`src/rtl/cfr_pkg.sv`:
```
`timescale 1ns / 1ps
// ----------------------------------------------------------------------------
// cfr_pkg
// Shared types and constants for the checksummed frame reassembler.
// ----------------------------------------------------------------------------
package cfr_pkg;

  localparam int unsigned SlotCount = 8;
  localparam int unsigned ByteW     = 8;
  localparam int unsigned IdW       = 11;
  localparam int unsigned LenW      = 4;
  localparam int unsigned PayloadW  = SlotCount * ByteW;

  localparam logic [ByteW-1:0] StartByte = 8'hFF;
  localparam logic [ByteW-1:0] FillByte  = 8'hFF;
  localparam logic [ByteW-1:0] IdHiMask  = 8'hE0;
  localparam logic [ByteW-1:0] LenMask   = 8'h0F;
  localparam logic [ByteW-1:0] ChanMask  = 8'h10;
  localparam logic [IdW-1:0]   IdReset   = 11'h0FF;
  localparam logic [LenW-1:0]  LenReset  = 4'hF;

  typedef enum logic [2:0] {
    PH_HUNT = 3'd0,
    PH_IDLO = 3'd1,
    PH_HDR  = 3'd2,
    PH_DATA = 3'd3,
    PH_SUM  = 3'd4
  } phase_e;

  typedef struct packed {
    logic [IdW-1:0]      frame_id;
    logic                frame_channel;
    logic [LenW-1:0]     data_length;
    logic [PayloadW-1:0] payload;
  } frame_t;

endpackage

```
`src/rtl/cfr_parser.sv`:
```
`timescale 1ns / 1ps
// ----------------------------------------------------------------------------
// cfr_parser
// Frame parser: tracks the frame phase, collects data bytes, keeps the
// running checksum and flags a finished frame on a matching checksum word.
// ----------------------------------------------------------------------------
module cfr_parser import cfr_pkg::*; #(
  parameter int unsigned MAX_DATA = 8
) (
  input  logic             clk_i,
  input  logic             rst_ni,
  input  logic             word_fire_i,
  input  logic [ByteW-1:0] word_i,
  output logic             frame_valid_o,
  output frame_t           frame_o
);

  localparam logic [LenW-1:0] MaxLen = LenW'(MAX_DATA);

  phase_e           phase_q, phase_d;
  logic [IdW-1:0]   id_q, id_d;
  logic [LenW-1:0]  len_q, len_d;
  logic             chan_q, chan_d;
  logic [LenW-1:0]  idx_q, idx_d;
  logic [ByteW-1:0] sum_q, sum_d;
  logic [ByteW-1:0] store_q [SlotCount];
  logic [ByteW-1:0] store_d [SlotCount];

  logic [LenW-1:0]  hdr_len;
  logic [LenW-1:0]  idx_inc;

  assign hdr_len = LenW'(word_i & LenMask);
  assign idx_inc = idx_q + LenW'(1);

  // next state
  always_comb begin
    phase_d = phase_q;
    id_d    = id_q;
    len_d   = len_q;
    chan_d  = chan_q;
    idx_d   = idx_q;
    sum_d   = sum_q;
    store_d = store_q;
    if (word_fire_i) begin
      case (phase_q)
        PH_IDLO: begin
          id_d    = IdW'(word_i);
          sum_d   = word_i;
          phase_d = PH_HDR;
        end
        PH_HDR: begin
          id_d   = {word_i[7:5], id_q[7:0]};
          len_d  = hdr_len;
          chan_d = |(word_i & ChanMask);
          idx_d  = '0;
          sum_d  = sum_q + word_i;
          if (hdr_len > MaxLen) begin
            phase_d = PH_HUNT;
          end else if (hdr_len != '0) begin
            phase_d = PH_DATA;
          end else begin
            phase_d = PH_SUM;
          end
        end
        PH_DATA: begin
          store_d[idx_q[2:0]] = word_i;
          idx_d = idx_inc;
          sum_d = sum_q + word_i;
          if (idx_inc >= len_q) begin
            phase_d = PH_SUM;
          end
        end
        PH_SUM: begin
          phase_d = PH_HUNT;
        end
        default: begin
          id_d   = IdReset;
          len_d  = LenReset;
          chan_d = 1'b0;
          sum_d  = '0;
          for (int i = 0; i < SlotCount; i++) begin
            store_d[i] = FillByte;
          end
          phase_d = (word_i == StartByte) ? PH_IDLO : PH_HUNT;
        end
      endcase
    end
  end

  // outputs
  always_comb begin
    frame_valid_o         = word_fire_i && (phase_q == PH_SUM) && (word_i == sum_q);
    frame_o.frame_id      = id_q;
    frame_o.frame_channel = chan_q;
    frame_o.data_length   = len_q;
    for (int i = 0; i < SlotCount; i++) begin
      frame_o.payload[i*ByteW +: ByteW] = store_q[i];
    end
  end

  always_ff @(posedge clk_i or negedge rst_ni) begin
    if (!rst_ni) begin
      phase_q <= PH_HUNT;
      id_q    <= IdReset;
      len_q   <= LenReset;
      chan_q  <= 1'b0;
      idx_q   <= '0;
      sum_q   <= '0;
      for (int i = 0; i < SlotCount; i++) begin
        store_q[i] <= FillByte;
      end
    end else begin
      phase_q <= phase_d;
      id_q    <= id_d;
      len_q   <= len_d;
      chan_q  <= chan_d;
      idx_q   <= idx_d;
      sum_q   <= sum_d;
      store_q <= store_d;
    end
  end

endmodule

```
`src/rtl/cfr_out_buf.sv`:
```
`timescale 1ns / 1ps
// ----------------------------------------------------------------------------
// cfr_out_buf
// Two-entry result buffer: an output register backed by a skid register so
// the parser keeps taking words while a frame waits on a stalled receiver.
// ----------------------------------------------------------------------------
module cfr_out_buf import cfr_pkg::*; (
  input  logic   clk_i,
  input  logic   rst_ni,
  input  logic   push_i,
  input  frame_t frame_i,
  output logic   full_o,
  output logic   out_valid_o,
  input  logic   out_stall_i,
  output frame_t frame_o
);

  logic   out_valid_q, out_valid_d;
  logic   skid_valid_q, skid_valid_d;
  frame_t out_q, out_d;
  frame_t skid_q, skid_d;
  logic   out_fire;

  assign out_fire = out_valid_q && !out_stall_i;

  always_comb begin
    out_valid_d  = out_valid_q;
    skid_valid_d = skid_valid_q;
    out_d        = out_q;
    skid_d       = skid_q;
    if (skid_valid_q) begin
      if (out_fire) begin
        out_d        = skid_q;
        skid_valid_d = 1'b0;
      end
    end else if (push_i) begin
      if (!out_valid_q || out_fire) begin
        out_d       = frame_i;
        out_valid_d = 1'b1;
      end else begin
        skid_d       = frame_i;
        skid_valid_d = 1'b1;
      end
    end else if (out_fire) begin
      out_valid_d = 1'b0;
    end
  end

  always_ff @(posedge clk_i or negedge rst_ni) begin
    if (!rst_ni) begin
      out_valid_q  <= 1'b0;
      skid_valid_q <= 1'b0;
    end else begin
      out_valid_q  <= out_valid_d;
      skid_valid_q <= skid_valid_d;
    end
  end

  always_ff @(posedge clk_i) begin
    out_q  <= out_d;
    skid_q <= skid_d;
  end

  assign full_o      = skid_valid_q;
  assign out_valid_o = out_valid_q;
  assign frame_o     = out_q;

  a_skid_implies_out: assert property (@(posedge clk_i) disable iff (!rst_ni)
    skid_valid_q |-> out_valid_q)
    else $error("skid entry held without output entry");

  a_no_push_when_full: assert property (@(posedge clk_i) disable iff (!rst_ni)
    skid_valid_q |-> !push_i)
    else $error("frame pushed into full buffer");

  a_skid_fill_on_stall: assert property (@(posedge clk_i) disable iff (!rst_ni)
    $rose(skid_valid_q) |-> $past(out_valid_q && out_stall_i && push_i))
    else $error("skid filled without a stalled output");

  a_skid_drains_to_out: assert property (@(posedge clk_i) disable iff (!rst_ni)
    (skid_valid_q && out_fire) |=> (out_valid_q && !skid_valid_q && out_q == $past(skid_q)))
    else $error("skid entry not moved to output");

endmodule

```
`src/rtl/checksummed_frame_reassembler_top.sv`:
```
`timescale 1ns / 1ps
// ----------------------------------------------------------------------------
// checksummed_frame_reassembler_top
// Rebuilds checksummed frames from a stream of received serial bytes.
// ----------------------------------------------------------------------------
// Usage:
//   Input channel: one received byte per word on rx_byte_i, taken at a clock
//   edge with in_valid_i high and in_stall_o low.
//   Output channel: one frame per word (frame_id_o, frame_channel_o,
//   data_length_o, payload_o), taken with out_valid_o high and out_stall_i
//   low. Data byte i sits in payload_o[8i+7:8i]; unused bytes read 0xFF.
//   Frames with a length above MAX_DATA or a bad checksum are dropped.
//   Throughput: one byte per cycle while in_stall_o is low.
//   A frame is registered in the output buffer as its checksum byte is taken.
//   Reset: the parser hunts for a start byte, the output buffer is empty.
//   Receiver stall: the pending frame holds; a second frame lands in a skid
//   register, and in_stall_o rises only while that register is occupied.
// ----------------------------------------------------------------------------
module checksummed_frame_reassembler_top import cfr_pkg::*; #(
  parameter int unsigned MAX_DATA = 8
) (
  input  logic                clk_i,
  input  logic                rst_ni,
  input  logic                in_valid_i,
  output logic                in_stall_o,
  input  logic [ByteW-1:0]    rx_byte_i,
  output logic                out_valid_o,
  input  logic                out_stall_i,
  output logic [IdW-1:0]      frame_id_o,
  output logic                frame_channel_o,
  output logic [LenW-1:0]     data_length_o,
  output logic [PayloadW-1:0] payload_o
);

  logic   word_fire;
  logic   frame_valid;
  frame_t frame_new;
  frame_t frame_out;
  logic   buf_full;

  assign in_stall_o = buf_full;
  assign word_fire  = in_valid_i && !buf_full;

  cfr_parser #(
    .MAX_DATA(MAX_DATA)
  ) u_parser (
    .clk_i        (clk_i),
    .rst_ni       (rst_ni),
    .word_fire_i  (word_fire),
    .word_i       (rx_byte_i),
    .frame_valid_o(frame_valid),
    .frame_o      (frame_new)
  );

  cfr_out_buf u_out_buf (
    .clk_i      (clk_i),
    .rst_ni     (rst_ni),
    .push_i     (frame_valid),
    .frame_i    (frame_new),
    .full_o     (buf_full),
    .out_valid_o(out_valid_o),
    .out_stall_i(out_stall_i),
    .frame_o    (frame_out)
  );

  assign frame_id_o      = frame_out.frame_id;
  assign frame_channel_o = frame_out.frame_channel;
  assign data_length_o   = frame_out.data_length;
  assign payload_o       = frame_out.payload;

endmodule
```
`config.mk`:
```
export PLATFORM = sky130hd
export DESIGN_NAME = checksummed_frame_reassembler_top
export DESIGN_NICKNAME = d
export VERILOG_FILES = /design/src/rtl/cfr_pkg.sv /design/src/rtl/cfr_parser.sv /design/src/rtl/cfr_out_buf.sv /design/src/rtl/checksummed_frame_reassembler_top.sv
export SDC_FILE = /design/constraint.sdc
export NUM_CORES = 1
export LEC_CHECK = 0
export ABC_AREA = 0
export BUFFER_PORTS_ARGS = -buffer_cell sky130_fd_sc_hd__buf_2
export CORE_ASPECT_RATIO = 0.75
export CORE_UTILIZATION = 55
export DETAILED_ROUTE_END_ITERATION = 6
export PLACE_DENSITY = 0.75
export SLEW_MARGIN = 20
export SYNTH_ARGS = -nofsm -noshare
export SYNTH_HDL_FRONTEND = slang
export SYNTH_SLANG_ARGS = --single-unit
```
`constraint.sdc`:
```
create_clock -name clk_i -period 11.1 [get_ports clk_i]
set_clock_uncertainty 0.1 [all_clocks]
set_input_delay 0.555 -clock clk_i [delete_from_list [all_inputs] [get_ports clk_i]]
set_output_delay 0.555 -clock clk_i [all_outputs]
set_load 0.01 [all_outputs]
```
# Word level (Yosys, flattened, before mapping)
# Index checks and enable logic that the tools add are counted.
[op_classes] addsub=2 magnitude_cmp=4 eq_ne=9 mux=25 bitwise_logic=8 reduce_logical=28
[ops] cell="$mux 80" n=4
[ops] cell="$pmux 64 s2" n=1
[ops] cell="$bwmux 64" n=1
[ops] cell="$pmux 11 s3" n=1
[ops] cell="$demux 8 s3" n=1
[ops] cell="$pmux 8 s3" n=1
[ops] cell="$pmux 4 s2" n=2
[ops] cell="$pmux 3 s4" n=1
[ops] cell="$reduce_and 2->1" n=6
[ops] cell="$reduce_and 3->1" n=4
[ops] cell="$mux 3" n=3
[ops] cell="$add 8x8->8" n=1
[ops] cell="$eq 8x8->1" n=1
[ops] cell="$eq 8x8->1 const B" n=1
[ops] cell="$mux 1" n=8
[ops] cell="$mux 8" n=1
[ops] cell="$reduce_bool 2->1" n=4
[ops] cell="$not 1->1" n=7
[ops] cell="$eq 3x2->1 const B" n=2
[ops] cell="$reduce_or 3->1" n=2
[ops] cell="$logic_and 1x1->1" n=5
[ops] cell="$add 4x1->4 const B" n=1
[ops] cell="$ge 4x4->1" n=1
[ops] cell="$ge 4x4->1 const B" n=1
[ops] cell="other kinds (12)" n=16
[totals] reg_bits=257 inputBits=12 elab_cells=101

# Longest topological paths before layout
# Gate-level depths: netlist of run 1.
[depth] depth_word=7 depth_mapped=8 mapped_depth_nobuf=8

# Modules after synthesis
# A second synthesis of run 1 with hierarchy kept.
[hier_totals] hier_cells=647 hier_area_um2=10802.9
[modules_own_cells] module="cfr_out_buf" instances=1 cells_per_inst=261 area_per_inst_um2=6102.1
[modules_own_cells] module="cfr_parser" instances=1 cells_per_inst=385 area_per_inst_um2=4687.0
[modules_own_cells] module="checksummed_frame_reassembler_top" instances=1 cells_per_inst=1 area_per_inst_um2=13.8

# Worst setup path after synthesis of run 1
# Ideal clock, no wire load.
[synth_path] kind="input-to-reg" from="input port rx_byte_i[4]" to="register u_out_buf.out_q (netlist bit u_out_buf.frame_o[0]) (enable)" setup_ns=0.545 arrival_time_ns=5.617 t_required_ns=10.455 setup_slack_ns=4.839 cell_stages=5 path_buffers=0 cell_sequence="ha_1 -> or4_1 -> nor3_1 -> a21oi_1 -> a21oi_1"
[synth_via] elab_chain_len=4
[synth_lines] item="from (decl)" line="checksummed_frame_reassembler_top.sv:26" text="input logic [ByteW-1:0] rx_byte_i,"
[synth_lines] item="$eq 8x8->1" line="cfr_parser.sv:92" text="frame_valid_o = word_fire_i && (phase_q == PH_SUM) && (word_i == sum_q);"
[synth_lines] item="$logic_and 1x1->1" line="cfr_parser.sv:92"
[synth_lines] item="$reduce_bool 2->1 (no source line)"
[synth_lines] item="$reduce_and 3->1 (no source line)"
[synth_lines] item="to (signal assigned)" line="cfr_out_buf.sv:60" text="out_q <= out_d;"
[synth_lines] item="to (decl)" line="cfr_out_buf.sv:20" text="frame_t out_q, out_d;"
# No other way between the ends.
# A chain may end at the register's enable or synchronous reset.

# Final worst setup path of run 1
[layout_path] from="register u_parser.sum_q[4]" to="register u_out_buf.skid_q[9] in the netlist's numbering (enable)"
[layout_via] elab_chain_len=3
[layout_lines] item="from (decl)" line="cfr_parser.sv:25" text="logic [ByteW-1:0] sum_q, sum_d;"
[layout_lines] item="from (signal assigned)" line="cfr_parser.sv:118" text="sum_q <= sum_d;"
[layout_lines] item="$eq 8x8->1" line="cfr_parser.sv:92"
[layout_lines] item="$logic_and 1x1->1" line="cfr_parser.sv:92"
[layout_lines] item="$reduce_and 3->1 (no source line)"
[layout_lines] item="to (signal assigned)" line="cfr_out_buf.sv:61" text="skid_q <= skid_d;"
[layout_lines] item="to (decl)" line="cfr_out_buf.sv:21" text="frame_t skid_q, skid_d;"
# No other way between the ends.

==> results of run 1 <==
-- layout make-up --
class                      instances  area [um^2]
sequential                       257         7331
inverter                          10        37.54
tap                              247        309.0
clock inverter                    15        86.33
fill                            1383         6611
multi-input combinational        360         3052
timing repair buffer              99        543.0
clock buffer                      28        645.6
-- flip-flops by register name, summed over array words and instances, names as in the netlist --
signal,count
u_parser.len_q,4
u_parser.frame_o,64
u_parser.idx_q,4
u_parser.phase_q,3
u_parser.chan_q,1
u_parser.sum_q,8
u_out_buf.full_o,1
u_parser.id_q,11
u_out_buf.frame_o,80
u_out_buf.skid_q,80
u_out_buf.out_valid_o,1
-- per-stage QoR --
| stage | std cells | setup WS (ps) |
|---|---|---|
| after floorplan | 661 | 4839 |
| after global placement | 971 | 7440 |
| after detailed placement | 971 | 7370 |
| after CTS | 1015 | 7729 |
| after global routing | 1016 | 7772 |
| final | 1016 | 7867 |
-- worst paths after layout --
| path | start | to | slack (ps) | cells after the start |
|---|---|---|---|---|
| max in group asynchronous | rst_ni | u_out_buf.full_o$_DFF_PN0_ | 9470 | 3 |
| min in group asynchronous | rst_ni | u_parser.sum_q[3]$_DFFE_PN0P_ | 370 | 2 |
| max | u_parser.sum_q[4]$_DFFE_PN0P_ | u_out_buf.skid_q[9]$_DFFE_PP_ | 7870 | 5 |
| min | out_stall_i | u_out_buf.full_o$_DFF_PN0_ | 230 | 3 |
| min reg2reg | u_parser.sum_q[4]$_DFFE_PN0P_ | u_parser.sum_q[4]$_DFFE_PN0P_ | 400 | 2 |
| max reg2reg | u_parser.sum_q[4]$_DFFE_PN0P_ | u_out_buf.skid_q[9]$_DFFE_PP_ | 7870 | 5 |
-- cells in the final DEF (no fill, tap or decap), drive strengths merged, types with 14 or more instances in the layout --
cell and instances:
edfxtp 160, mux2 141, buf 98, dfstp 76, nor2 28, clkbuf 28
o21ai 26, nand2 23, dfrtp 21, o22a 19, a21oi 17, clkinv 14
-- critical path, cell delays in order, from the launching register on --
cell	delay, ps
dfrtp_1	380
ha_1	350
or4_1	550
nor3_1	550
and3_4	620
buf_16	310
-- report_power, final --
| group | internal, mW | switching (mW) | total, mW |
|---|---|---|---|
| logic | 0.333 | 0.346 | 0.678 |
| registers | 1.35 | 0.157 | 1.50 |
| clock network | 0.416 | 0.339 | 0.755 |
| total | 2.09 | 0.842 | 2.94 |
-- kinds of logic (layout without fill, tap and decap cells) --
family / after synthesis / after routing / synth area share [%]
adders and majority gates: 13 / 13 / 1.613
AOI/OAI and AO/OA: 95 / 95 / 6.321
muxes: 141 / 141 / 15.05
DFF: 257 / 257 / 69.45
buffers and inverters: 44 / 152 / 1.814
and+or+nand+nor: 107 / 107 / 5.420
xor gates and xnor gates: 4 / 4 / 0.3321
-- metal layers --
metal / global-route usage [%] / share of wire [%]
met5: 0 / 0
met4: 3.597 / 1.3
met3: 3.541 / 5.2
met2: 33.07 / 44
met1: 33.97 / 49
-- what timing repair did --
action | CTS | global route
endpoints found under the hold margin | 8 | 0
resized for setup | 0 | 0
hold buffers | 1 | 0
==> results.yml, run 1 <==
timing:
  fmax_mhz: 309.3
  timing_hold_violations_final: 0
  tns_ps: 0
  fin_crit_ps: 3233
  fin_crit_sh_pct: 29.13
  worst_pin_slew_ps: 820.8
  setup_viol: 0
  hold_slack_ps: 226.4
  drv_slew: 0
  slew-limit-headroom_pct: 45.28
  rsz0062_at_grt: "false"
synth:
  netlist.area_leader.share_pct: 45.54
  ys_ff_latch: 257
  synth_enable_flop_cells: 160
  async_flop_share_pct: 37.74
  netlist_instances: 661
  ys_top_cells_by_area: "edfxtp_1, dfstp_2, mux2_2"
  yosys-top-cells-count: "edfxtp_1, mux2_2, dfstp_2"
  yosysSeqAreaShare_pct: 69.45
  yosysWarnings: 0
  synth_cell_types: 51
  yosysMostFrequentCell: "edfxtp_1"
  syn_nets: 686
  synth_flop_cell: "edfxtp_1"
  yosys.area.top_type: "edfxtp_1"
  synth_area_per_cell_um2: 15.96
  synth_area_um2: 10550
pwr:
  power_mw: 2.936
  leakage_nw: 4.096
  powerDensity_nw_per_um2: 244.6
  vdd_drop_max_v: 0.0001309
flow_run:
  maxCapViolCount: 0
placement:
  gp_congestion: 0.8413
  dp_hpwl_um: 13040
  port_buffers: 93
  dpl-instance-area_um2: 11220
floorplan:
  fp.coreArea_um2: 18620
  die_h_um: 121.9
  die-area_um2: 19750
  num_rows: 43
  die_w_um: 161.9
  initial_core_util_pct: 56.67
  pin_count: 94
finish:
  final_area_um2: 12000
  fin_util_pct: 64.48
  syn2layout_area_growth_pct: 13.78
  drive_gt1_share_pct: 48.63
  fin_nets: 777
  diodes: 0
clock_network:
  worstSkewPairLatency_ps: 520
  cts_max_level: 1
  cts.clk_slew.worst_paths_ps: 70
  cts_tree: "built"
  clockBufferDepth: 3
  root_buffer: "clkbuf_16"
  post_cts_buffers: 0
  cts_sinks: 257
  numCtsBuffers: 24
hold_path:
  hold_class: "in2reg"
drt:
  ant_nets: 0
  routed_wl_um: 20680
  vias: 5872
  via_per_inst: 5.780
  dr.pass1.iters: 5
  wl_per_cell_um: 20.35
  initialDrtViolationCount: 404
  drc: 0
worst_setup_path:
  crit_required_ps: 11180
  critPathKind: "reg2reg"
  critPathArrivalTime_ps: 3310
  cp-start-kind: "register"
  end_kind: "register"
  cp_max_fo: 47
global_routing:
  antenna_found_initial: 1
  grt_max_degree: 88
  grt_pass1_vias: 5759
  grt.overflow.total: 0
  grt_usage_pct: 21.86
  grt_pass1_wl_um: 32920
status:
  outcome: "finished clean"
No activity file was read; power rests on OpenSTA's default activity.
==> inputs of run 2 (changes only) <==
--- a/config.mk
+++ b/config.mk
@@ -8,7 +8,7 @@
 export ABC_AREA = 0
 export BUFFER_PORTS_ARGS = -buffer_cell sky130_fd_sc_hd__buf_2
 export CORE_ASPECT_RATIO = 0.75
-export CORE_UTILIZATION = 55
+export CORE_UTILIZATION = 53
 export DETAILED_ROUTE_END_ITERATION = 6
 export PLACE_DENSITY = 0.75
 export SLEW_MARGIN = 20
==> constraint.sdc (replaced) <==
create_clock -name clk_i -period 2.97 [get_ports clk_i]
set_clock_uncertainty 0.1 [all_clocks]
set_input_delay 0.1485 -clock clk_i [delete_from_list [all_inputs] [get_ports clk_i]]
set_output_delay 0.1485 -clock clk_i [all_outputs]
set_load 0.01 [all_outputs]
==> run 2 against run 1 <==
Combinational power rose to 3.8 times the previous value. Die area increased by 3.7%. Highest routed layer unchanged. Largest cell class unchanged. Routed wire length grew 3.7%. Clock power rose to 4.1 times the previous value. Total power increased to 3.8 times the previous value. Design area up 2.8%. Core utilization is 1.0 points lower.
==> results.yml, run 2 (synthesized netlist as in run 1, its figures left out) <==
global_routing:
  grt_pass1_vias: 6067
  antenna_found_initial: 0
  grt_usage_pct: 21.80
  grt.overflow.total: 0
  grt_max_degree: 65
  grt_pass1_wl_um: 33580
placement:
  dp_hpwl_um: 13690
  gp_congestion: 0.8304
  port_buffers: 93
  dp_slack_ps: 372.3
floorplan:
  fp.coreArea_um2: 19430
  die_h_um: 124.2
  die-area_um2: 20480
  num_rows: 44
  initial_core_util_pct: 54.29
  pin_count: 94
  die_w_um: 164.9
worst_setup_path:
  cp-start-kind: "register"
  cp_cell_sequence: "nand2b_2, a21oi_1, or3_1, a31oi_4, mux2_2"
  r2r-start: "u_parser.phase_q[2]$_DFFE_PN0P_"
  r2r_end: "u_parser.frame_o[61]$_DFFE_PN1P_"
  rrSetupSlack_ps: 330
  reg2reg_depth: 5
  critPathArrivalTime_ps: 2980
  critPathKind: "reg2reg"
  cp_slowest_cell: "dfrtp_1"
  end_kind: "register"
  crit_required_ps: 3310
  cp_max_fo: 13
  critPathMaxStageDelay_ps: 590
finish:
  nFillCells: 1387
  final_common_cell: "edfxtp_1"
  syn2layout_area_growth_pct: 16.95
  final_cell_mix: "edfxtp_1, mux2_2, buf_2"
  fin_nets: 797
  diodes: 0
  drive_gt1_share_pct: 48.67
clock_network:
  worstSkewPairLatency_ps: 520
  cts_tree: "built"
  cts.clk_slew.worst_paths_ps: 70
  root_buffer: "clkbuf_16"
  cts_max_level: 1
  post_cts_buffers: 0
  hold_buffers: 10
  numCtsBuffers: 25
  clockBufferDepth: 3
  cts_resized: 0
  cts_sinks: 257
hold_path:
  hold_class: "in2reg"
  min_to: "u_parser.phase_q[0]$_DFFE_PN0P_"
  hold_path_depth: 4
  hp-start: "in_valid_i"
pwr:
  leakage_nw: 4.218
  powerDensity_nw_per_um2: 914.6
  vdd_drop_max_v: 0.0004064
drt:
  initialDrtViolationCount: 429
  dr.pass1.iters: 5
  vias: 5992
  via_per_inst: 5.739
  drc: 0
  wl_per_cell_um: 20.55
  routed_wl_um: 21450
  ant_nets: 0
timing:
  tns_ps: 0
  worst_pin_slew_ps: 983.7
  rsz0062_at_grt: "false"
  fmax_mhz: 378.1
  setup_viol: 0
  timing_hold_violations_final: 0
  setup_ws_ps: 325.3
  fin_crit_ps: 2645
  slew-limit-headroom_pct: 33.98
  drv_slew: 0
  fin_crit_sh_pct: 89.05
status:
  outcome: "finished clean"
flow_run:
  maxCapViolCount: 0
==> run 2: changes by cell type in the layout (fill, tap and decap cells not counted), moves of 2 or more <==
cell	previous run	this run
inv_6	0	2
bufinv_16	0	2
ha_4	0	3
clkinv_2	7	3
buf_4	3	9
dlygate4sd3_1	1	10
buf_12	0	7
clkbuf_1	1	11
buf_6	2	0
ha_1	12	9
clkinv_1	5	1
==> run 2: per-layer routing <==
| layer | share of wire [%] | vias to the layer above | GRT usage [%] |
|---|---|---|---|
| met5 | 0 | - | 0 |
| met4 | 1.4 | 0 | 4.759 |
| met3 | 5.9 | 27 | 3.896 |
| met2 | 45 | 206 | 33.69 |
| met1 | 48 | 3046 | 32.39 |
| li1 | - | 2713 | - |
==> run 2: worst max-delay path: cells and delay by family (launching register included) <==
kind / cells / cell delay (ps)
DFF: 1 / 590
muxes: 1 / 390
and+or+nand+nor: 2 / 930
AOI/OAI and AO/OA: 2 / 550
==> run 2: power breakdown <==
part           internal (mW)  leakage, nW  switching (mW)
sequential              5.03         2.47           0.568
combinational           1.32         1.36            1.29
clock                   1.79        0.386            1.29
total                   8.14         4.22            3.14
==> run 2: per-stage QoR <==
step           hold slack, ps  utilization (%)  power, mW  std cells  instance area, um^2
5_1_grt                 172.0            63.49      11.84       1044                12340
6_report                158.5            63.49      11.28       1044                12340
2_1_floorplan          -247.1                -      7.476        661                10610
3_3_place_gp            211.5            58.90      8.075        988                11450
4_1_cts                 118.2            63.49      11.34       1044                12340
3_5_place_dp            233.1            58.90      8.239        988                11450
==> run 2: how the worst max path moves through the flow <==
stage                                          startpoint                          endpoint  slack (ps)  cells past startpoint
final                     u_parser.phase_q[2]$_DFFE_PN0P_  u_parser.frame_o[61]$_DFFE_PN1P_         330                      5
after global routing      u_parser.phase_q[1]$_DFFE_PN0P_  u_parser.frame_o[61]$_DFFE_PN1P_         210                      5
after CTS                 u_parser.phase_q[2]$_DFFE_PN0P_  u_parser.frame_o[61]$_DFFE_PN1P_         340                      5
after detailed placement    u_parser.sum_q[2]$_DFFE_PN0P_    u_out_buf.skid_q[16]$_DFFE_PP_         370                      5
after global placement      u_parser.sum_q[2]$_DFFE_PN0P_    u_out_buf.skid_q[61]$_DFFE_PP_         400                      5
after floorplan             u_parser.sum_q[2]$_DFFE_PN0P_    u_out_buf.frame_o[0]$_DFFE_PP_        -360                      5
==> run 2: final cells by class <==
cell class / count / area [um^2] / share of cell area [%]
well taps: 253 / 316.6 / 2.566
inverters: 10 / 37.54 / 0.3042
flip-flops and latches: 257 / 7331 / 59.42
clock inverters: 8 / 96.34 / 0.7809
multi-input cells: 360 / 3094 / 25.08
clock buffers: 38 / 694.4 / 5.628
repair buffers: 118 / 768.2 / 6.227
==> inputs of run 3 (changes only) <==
--- a/config.mk
+++ b/config.mk
@@ -8,6 +8,7 @@
 export ABC_AREA = 0
 export BUFFER_PORTS_ARGS = -buffer_cell sky130_fd_sc_hd__buf_2
 export CORE_ASPECT_RATIO = 0.75
+export CORE_MARGIN = 2
 export CORE_UTILIZATION = 53
 export DETAILED_ROUTE_END_ITERATION = 6
 export PLACE_DENSITY = 0.75
==> run 3 against run 2 <==
Worst setup slack got worse by 25 ps. Hold slack got worse by 59 ps. Clock power shrank 3%. Design area is 0.29% lower. Non-clock buffer count is 1 higher.
==> results.yml, run 3 (synthesized netlist as in run 1, its figures left out) <==
placement:
  gp_congestion: 0.8480
  dp_hpwl_um: 13640
  port_buffers: 93
worst_setup_path:
  crit_required_ps: 3080
  critPathKind: "in2reg"
  rrSetupSlack_ps: 300
  critical_path_buf_inv_count: 3
  cp_max_fo: 25
  cp_top_family: "simple AND/OR/NAND/NOR gates"
  critPathMaxStageDelay_ps: 550
  critPathArrivalTime_ps: 2780
  cp-start-kind: "input port"
  cp_cell_sequence: "dlygate4sd3_1, buf_2, ha_4, or4_1, nor3_2, and3_4, buf_12"
  reg2reg_depth: 5
  r2r-start: "u_parser.sum_q[2]$_DFFE_PN0P_"
  r2r_end: "u_out_buf.skid_q[63]$_DFFE_PP_"
  end_kind: "register"
  cp_slowest_cell: "or4_1"
floorplan:
  die_w_um: 166.9
  die-area_um2: 21060
  die_h_um: 126.2
  pin_count: 94
  fp.coreArea_um2: 19430
  num_rows: 44
  initial_core_util_pct: 54.29
drt:
  via_per_inst: 5.758
  dr.pass1.iters: 5
  wl_per_cell_um: 20.45
  drc: 0
  vias: 6017
  ant_nets: 0
  initialDrtViolationCount: 540
  routed_wl_um: 21370
pwr:
  vdd_drop_max_v: 0.0005403
  powerDensity_nw_per_um2: 916.0
  leakage_nw: 4.202
timing:
  rsz0062_at_grt: "false"
  fmax_mhz: 374.6
  drv_slew: 0
  worst_pin_slew_ps: 1061
  hold_slack_ps: 99.14
  slew-limit-headroom_pct: 28.77
  timing_hold_violations_final: 0
  setup_viol: 0
  fin_crit_ps: 2670
  tns_ps: 0
  fin_crit_sh_pct: 89.89
clock_network:
  hold_buffers: 10
  worstSkewPairLatency_ps: 520
  root_buffer: "clkbuf_16"
  cts.clk_slew.worst_paths_ps: 70
  cts_tree: "built"
  cts_sinks: 257
  numCtsBuffers: 25
  cts_max_level: 1
  clockBufferDepth: 3
  cts_resized: 0
  post_cts_buffers: 0
global_routing:
  grt.overflow.total: 0
  grt_pass1_wl_um: 34050
  grt_pass1_vias: 6210
  grt_max_degree: 67
  grt_usage_pct: 20.37
  antenna_found_initial: 0
finish:
  final_cell_mix: "edfxtp_1, mux2_2, buf_2"
  diodes: 0
  drive_gt1_share_pct: 48.74
  final_common_cell: "edfxtp_1"
  multi_input_area_um2: 3094
  syn2layout_area_growth_pct: 16.60
  seqCellArea_um2: 7331
  nFillCells: 1367
  fin_nets: 798
status:
  outcome: "finished clean"
flow_run:
  maxCapViolCount: 0
hold_path:
  hold_class: "in2async"
## run 3: cell type report
cell class,instances,share of cell area [%]
tap,253,2.573
clock buffer,35,5.553
timing repair buffer,119,6.103
inverter,10,0.3051
multi-input combinational,360,25.15
sequential,257,59.59
clock inverter,11,0.7221
## run 3: how the worst max path moves through the flow
stage                                    startpoint                               end  slack (ps)  cells past startpoint
floorplan             u_parser.sum_q[2]$_DFFE_PN0P_    u_out_buf.frame_o[0]$_DFFE_PP_        -360                      5
global placement      u_parser.sum_q[2]$_DFFE_PN0P_    u_out_buf.skid_q[23]$_DFFE_PP_         360                      5
detailed placement    u_parser.sum_q[2]$_DFFE_PN0P_    u_out_buf.skid_q[17]$_DFFE_PP_         340                      5
CTS                   u_parser.sum_q[2]$_DFFE_PN0P_    u_out_buf.skid_q[61]$_DFFE_PP_         320                      5
global route        u_parser.phase_q[2]$_DFFE_PN0P_  u_parser.frame_o[18]$_DFFE_PN1P_         230                      6
finish                                 rx_byte_i[2]    u_out_buf.skid_q[63]$_DFFE_PP_         300                      7
## run 3: power breakdown
part | internal (mW) | total [mW] | switching (mW)
clock network | 1.70 | 2.99 | 1.29
registers | 5.04 | 5.63 | 0.594
logic | 1.32 | 2.65 | 1.32
total | 8.06 | 11.3 | 3.21
## run 3: layer usage
layer | track usage [%] | vias up | routed length (um)
met5 | 0 | - | 0
met1 | 30.70 | 3044 | 10010
met2 | 31.20 | 217 | 9822
li1 | - | 2719 | -
met3 | 3.677 | 37 | 1193
met4 | 4.767 | 0 | 338
## run 3: worst reg2reg max path, delay by kind of cell (launching register included)
family,cells,cell delay (ps)
flops,1,410
simple gates,3,1340
buf+inv,1,240
fa+ha+maj,1,250
## run 3: per-stage QoR
step | util [%] | instance area, um^2 | power (mW) | std cells | setup slack (ps)
after floorplan | - | 10610 | 7.476 | 661 | -361.2
after global placement | 58.81 | 11430 | 8.117 | 989 | 357.1
after detailed placement | 58.81 | 11430 | 8.281 | 989 | 340.3
after CTS | 63.30 | 12300 | 11.31 | 1045 | 324.1
after global routing | 63.30 | 12300 | 11.82 | 1045 | 231.8
final | 63.30 | 12300 | 11.27 | 1045 | 300.4
